--- src/hdl/hpw_pkg.sv ---
// Shared types, widths and codes for the histogram peak window block.
package hpw_pkg;

  localparam int MAX_BINS_DEF = 1024;

  localparam int CFG_IDX_W  = 3;
  localparam int CFG_DATA_W = 32;

  // Moment sums over a seed window of at most 511 bins, offsets within +-255.
  localparam int S0_W   = 41;
  localparam int S1_W   = 50;
  localparam int S2_W   = 57;
  localparam int MEAN_W = 24;
  localparam int VAR_W  = 48;
  localparam int ROOT_W = 24;
  localparam int SIG_W  = 39;
  localparam int HALF_W = 43;
  localparam int CEN_W  = 42;
  localparam int SPAN_W = 42;
  localparam int DIV_W  = 88;
  localparam int MUL_A_W = 39;
  localparam int MUL_B_W = 31;
  localparam int PROD_W  = MUL_A_W + MUL_B_W;

  // 0.35 in Q.16
  localparam logic [14:0] FALLBACK_Q16 = 15'd22938;

  typedef enum logic [CFG_IDX_W-1:0] {
    REG_BIN_COUNT,
    REG_AXIS_START,
    REG_BIN_SIZE,
    REG_SEED_HALF,
    REG_SIGMA_MULT,
    REG_MIN_HALF,
    REG_MAX_HALF
  } cfg_reg_t;

  typedef enum logic [3:0] {
    ST_LOAD,
    ST_SCAN_GO,
    ST_SCAN,
    ST_DIVM_GO,
    ST_DIVM,
    ST_DIVV_GO,
    ST_DIVV,
    ST_MUL_GO,
    ST_MUL_WAIT,
    ST_SQRT_GO,
    ST_SQRT,
    ST_FINAL
  } ctrl_state_t;

  typedef enum logic [3:0] {
    MUL_MSQ,
    MUL_SIGMA,
    MUL_SEED,
    MUL_FALLBACK,
    MUL_HALF,
    MUL_MINLIM,
    MUL_MAXLIM,
    MUL_OFF,
    MUL_CENTRE,
    MUL_SPAN
  } mul_op_t;

  typedef enum logic {
    DIV_MEAN,
    DIV_VAR
  } div_sel_t;

  typedef struct packed {
    logic     load_en;
    logic     scan_go;
    logic     div_go;
    div_sel_t div_sel;
    logic     sqrt_go;
    logic     mul_go;
    mul_op_t  mul_op;
    logic     finish;
  } cmd_t;

  typedef struct packed {
    logic load_last;
    logic scan_busy;
    logic div_busy;
    logic sqrt_busy;
    logic zero_run;
    logic prod_zero;
    logic out_free;
  } status_t;

endpackage

--- src/hdl/hpw_ctrl.sv ---
// Sequencer: load, scan, divides, root, multiply steps, result.
module hpw_ctrl (
  input  logic             clk,
  input  logic             rst,
  input  hpw_pkg::status_t stat,
  output hpw_pkg::cmd_t    cmd
);
  import hpw_pkg::*;

  ctrl_state_t state, state_next;
  mul_op_t     op, op_next;

  always_ff @(posedge clk) begin
    if (rst) begin
      state <= ST_LOAD;
      op    <= MUL_MSQ;
    end else begin
      state <= state_next;
      op    <= op_next;
    end
  end

  always_comb begin
    state_next = state;
    op_next    = op;
    unique case (state)
      ST_LOAD:    if (stat.load_last) state_next = ST_SCAN_GO;
      ST_SCAN_GO: state_next = ST_SCAN;
      ST_SCAN: begin
        if (!stat.scan_busy) begin
          state_next = stat.zero_run ? ST_FINAL : ST_DIVM_GO;
        end
      end
      ST_DIVM_GO: state_next = ST_DIVM;
      ST_DIVM:    if (!stat.div_busy) state_next = ST_DIVV_GO;
      ST_DIVV_GO: state_next = ST_DIVV;
      ST_DIVV: begin
        if (!stat.div_busy) begin
          state_next = ST_MUL_GO;
          op_next    = MUL_MSQ;
        end
      end
      ST_MUL_GO:  state_next = ST_MUL_WAIT;
      ST_MUL_WAIT: begin
        state_next = ST_MUL_GO;
        unique case (op)
          MUL_MSQ:      state_next = ST_SQRT_GO;
          MUL_SIGMA:    op_next = stat.prod_zero ? MUL_SEED : MUL_HALF;
          MUL_SEED:     op_next = MUL_FALLBACK;
          MUL_FALLBACK: op_next = MUL_HALF;
          MUL_HALF:     op_next = MUL_MINLIM;
          MUL_MINLIM:   op_next = MUL_MAXLIM;
          MUL_MAXLIM:   op_next = MUL_OFF;
          MUL_OFF:      op_next = MUL_CENTRE;
          MUL_CENTRE:   op_next = MUL_SPAN;
          MUL_SPAN:     state_next = ST_FINAL;
          default:      state_next = ST_FINAL;
        endcase
      end
      ST_SQRT_GO: state_next = ST_SQRT;
      ST_SQRT: begin
        if (!stat.sqrt_busy) begin
          state_next = ST_MUL_GO;
          op_next    = MUL_SIGMA;
        end
      end
      ST_FINAL:   if (stat.out_free) state_next = ST_LOAD;
      default:    state_next = ST_LOAD;
    endcase
  end

  always_comb begin
    cmd         = '0;
    cmd.mul_op  = op;
    cmd.div_sel = DIV_MEAN;
    unique case (state)
      ST_LOAD:    cmd.load_en = 1'b1;
      ST_SCAN_GO: cmd.scan_go = 1'b1;
      ST_DIVM_GO: cmd.div_go  = 1'b1;
      ST_DIVV_GO: begin
        cmd.div_go  = 1'b1;
        cmd.div_sel = DIV_VAR;
      end
      ST_MUL_GO:  cmd.mul_go  = 1'b1;
      ST_SQRT_GO: cmd.sqrt_go = 1'b1;
      ST_FINAL:   cmd.finish  = stat.out_free;
      default:    ;
    endcase
  end

endmodule

--- config.mk ---
export PLATFORM = sky130hd
export DESIGN_NAME = hpw_ctrl
export DESIGN_NICKNAME = d
export VERILOG_FILES = /design/src/hdl/hpw_pkg.sv /design/src/hdl/hpw_ctrl.sv
export SDC_FILE = /design/constraint.sdc
export NUM_CORES = 1
export LEC_CHECK = 0
export ABC_AREA = 1
export BUFFER_PORTS_ARGS = -buffer_cell sky130_fd_sc_hd__buf_2
export CORE_ASPECT_RATIO = 1.4
export CORE_MARGIN = 4
export CORE_UTILIZATION = 34
export DETAILED_ROUTE_END_ITERATION = 8
export PLACE_DENSITY = 0.66
export REMOVE_ABC_BUFFERS = 1
export SYNTH_ARGS = -nofsm -noshare
export SYNTH_HDL_FRONTEND = slang
export SYNTH_SLANG_ARGS = --single-unit
--- constraint.sdc ---
create_clock -name clk -period 3.4 [get_ports clk]
set_clock_uncertainty 0.1 [all_clocks]
set_input_delay 0.51 -clock clk [delete_from_list [all_inputs] [get_ports clk]]
set_output_delay 0.51 -clock clk [all_outputs]
set_load 0.02 [all_outputs]
==> PnR_summary.wiki <==
{| class="wikitable"
! Metric !! Value
|-
| Final weighted congestion in routability-driven placement || 0.871
|-
| Maximum number of pins on one net before global-route repair || 9
|-
| Remaining max-slew budget at the tightest pin || between 80% and 90%
|-
| Area occupied by multi-input gates || ~470 um2
|-
| Antenna violations before repair || 0
|-
| Crit Path Category || reg -> out
|-
| Cell at the root of the clock tree || sky130_fd_sc_hd__clkbuf_4
|-
| Register clock-pin slew on the reported worst setup and hold paths || approximately 0.05 ns
|-
| Cts bufs inserted || 3
|-
| Core ar. || roughly 2000 um2
|-
| Post-DR wirelength/cell || a little over 10 um
|-
| Utilization after layout || 42.9%
|-
| Max capacitance violation total || 0
|-
| Outcome || finished, final reports clean
|-
| Post-detailed-route DRC marker count || 0
|-
| Via density || 4.80
|-
| Post-DP Area || 835 um2
|-
| Cell area after synthesis || 717 um2
|-
| Accumulated negative setup slack || 0 ns
|-
| Required time of the critical path || 2.79 ns
|-
| Die extent in x || 46.8 um
|-
| Routed wire length || between 1500 and 2000 um
|-
| Non-filler cells in the finished layout || around 170
|-
| Diode count || 0
|-
| Instance count after placement with tap cells included || around 160
|-
| Syn_area_per_cell || about 5.7 um2
|-
| Cell Rows || 19
|-
| Remaining global-route overflow || 0
|-
| Effective utilization at floorplan || 35.9%
|-
| Total of endpoints with negative setup slack in the final report || 0
|-
| Starting DRT DRC Count || 26
|-
| Number of gates given a new drive strength after cts || 0
|-
| Number of unique standard cell types used by synthesis || 20
|-
| Type of the most critical hold path || in -> reg
|-
| Commonest non-fill, non-tap cell in the layout || sky130_fd_sc_hd__nand2_1
|-
| Clock Tree Buf Depth || 2
|-
| Total non-filler cell area in the finished layout || roughly 860 um2
|-
| Nets || approximately 160
|-
| Depth of the most critical reg-to-reg path || 9
|-
| LEAKAGE || a little under 0.5 nW
|-
| TritonCTS Sinks || 8
|-
| Count of input and output buffers || 19
|-
| Post-synthesis register bit count || 8
|-
| FMAX || around 520 MHz
|-
| CP startpoint kind || flip-flop
|-
| Wire length of the first global-routing pass || 2910 um
|-
| Final hold vios || 0
|-
| Count of hold-fix buffers inserted at cts || 0
|-
| Gr usage total || about 13%
|-
| Share of final-layout standard cells stronger than drive strength 1 || between 30 and 40%
|-
| Number of global-route vias before repair || about 760
|-
| Setup fix buffers added after clock tree synthesis || 0
|-
| Critical path data arrival time || between 1 and 1.5 ns
|-
| Yosys warning total || 0
|-
| CTS H-Tree Depth || 1
|-
| Synthesized instance count || roughly 130
|-
| Sequential cell area fraction in the yosys report || about 22%
|-
| Detailed-route via count || between 800 and 900
|-
| Final HPWL DP || 1420 um
|-
| Nature of the critical path endpoint || primary output
|-
| Unrepaired setup endpoints after global routing || false
|-
| Max-slew violations || 0
|-
| Most frequent cells in the layout || sky130_fd_sc_hd__nand2_1 (36), sky130_fd_sc_hd__buf_2 (19), sky130_fd_sc_hd__inv_1 (16)
|-
| Register cell area after layout || 160 um2
|-
| TritonCTS clock tree || done
|-
| Length of the first detailed-routing pass in iterations || 4
|-
| Hold Worst Slack || approximately 0.42 ns
|-
| Measured slew at the worst slew-check pin || 0.243 ns
|-
| Time the final worst path needs with I/O delays and setup || between 1.5 and 2 ns
|-
| Die height || just over 60 um
|-
| Filler instances || 228
|-
| Power per cell area || slightly below 400 nW/um2
|-
| Worst skew pair latency || roughly 0.25 ns
|-
| Top Ports || 20
|-
| Worst-path maximum fanout || 5
|-
| Final worst path period share || between 50% and 60%
|-
| Antenna viol nets, final || 0
|-
| Maximum vdd ir drop || around 0.16 mV
|-
| Setup slack of the most critical reg-to-reg path || between 1.5 and 2 ns
|-
| Area added between synthesis and finish || 19.5%
|-
| Die Area || 2920 um2
|-
| Number of cells traversed by the worst hold path || 2
|}
final timing paths:
kind,from,endpoint
hold / removal,rst,state[1]
setup / recovery,state[2],cmd[5]
hold reg to reg,state[1],state[1]
setup reg to reg,op[2],op[2]
sequential cells by signal (all words and copies together), names as in the netlist:
name and count:
state 4, op 4
where the power goes:
group          internal (mW)  total (mW)  leakage (nW)  switching, mW
logic                 0.0486       0.151         0.401          0.103
clock network         0.0403      0.0711        0.0138         0.0308
registers              0.104       0.116        0.0649         0.0126
total                  0.193       0.339         0.480          0.146
critical path, stage by stage (launching register included):
cell	delay, ns
sky130_fd_sc_hd__dfxtp_1	0.37
sky130_fd_sc_hd__inv_2	0.07
sky130_fd_sc_hd__nor2_2	0.19
sky130_fd_sc_hd__inv_1	0.09
sky130_fd_sc_hd__nor2_1	0.14
sky130_fd_sc_hd__buf_2	0.19
logic make-up after synthesis:
family	count (synthesis)	share of synthesized area (%)
DFF	8	22.3
and+or+nand+nor	78	53.4
AOI/OAI and AO/OA	16	12.2
buffers and inverters	23	12.0
cells in the mapped netlist, drive strengths merged:
cell | n | share of area (%)
nand2 | 42 | 25
o21ai | 7 | 5.4
nor2 | 18 | 13
buf | 1 | 0.52
nand4 | 3 | 2.6
nand3 | 12 | 10
dfxtp | 8 | 22
a21oi | 9 | 6.8
nor3 | 3 | 2.8
inv | 22 | 12
metrics by stage:
stage                     total power [mW]  worst slack (ns)
final                                0.339              1.50
after global routing                 0.370              1.36
after CTS                            0.344              1.48
after detailed placement             0.270              1.76
after global placement               0.269              1.79
after floorplan                      0.232              1.64
layer usage:
metal,part of all wire [%],up-vias,GRT usage (%),wire [um]
met5,0,-,0,0
met4,0.95,0,7.27,16
met3,3.9,2,0.867,66
met2,51,12,23.1,854
met1,44,352,13.8,750
li1,-,435,-,-
layout make-up:
class                   instances  share of cell area, %
multi-input cells              94                   54.9
flip-flops and latches          8                   18.7
repair buffers                 19                   11.1
inverters                      22                   9.64
well taps                      21                   3.07
clock buffers                   3                   2.63
(Power assumes the default switching activity.)
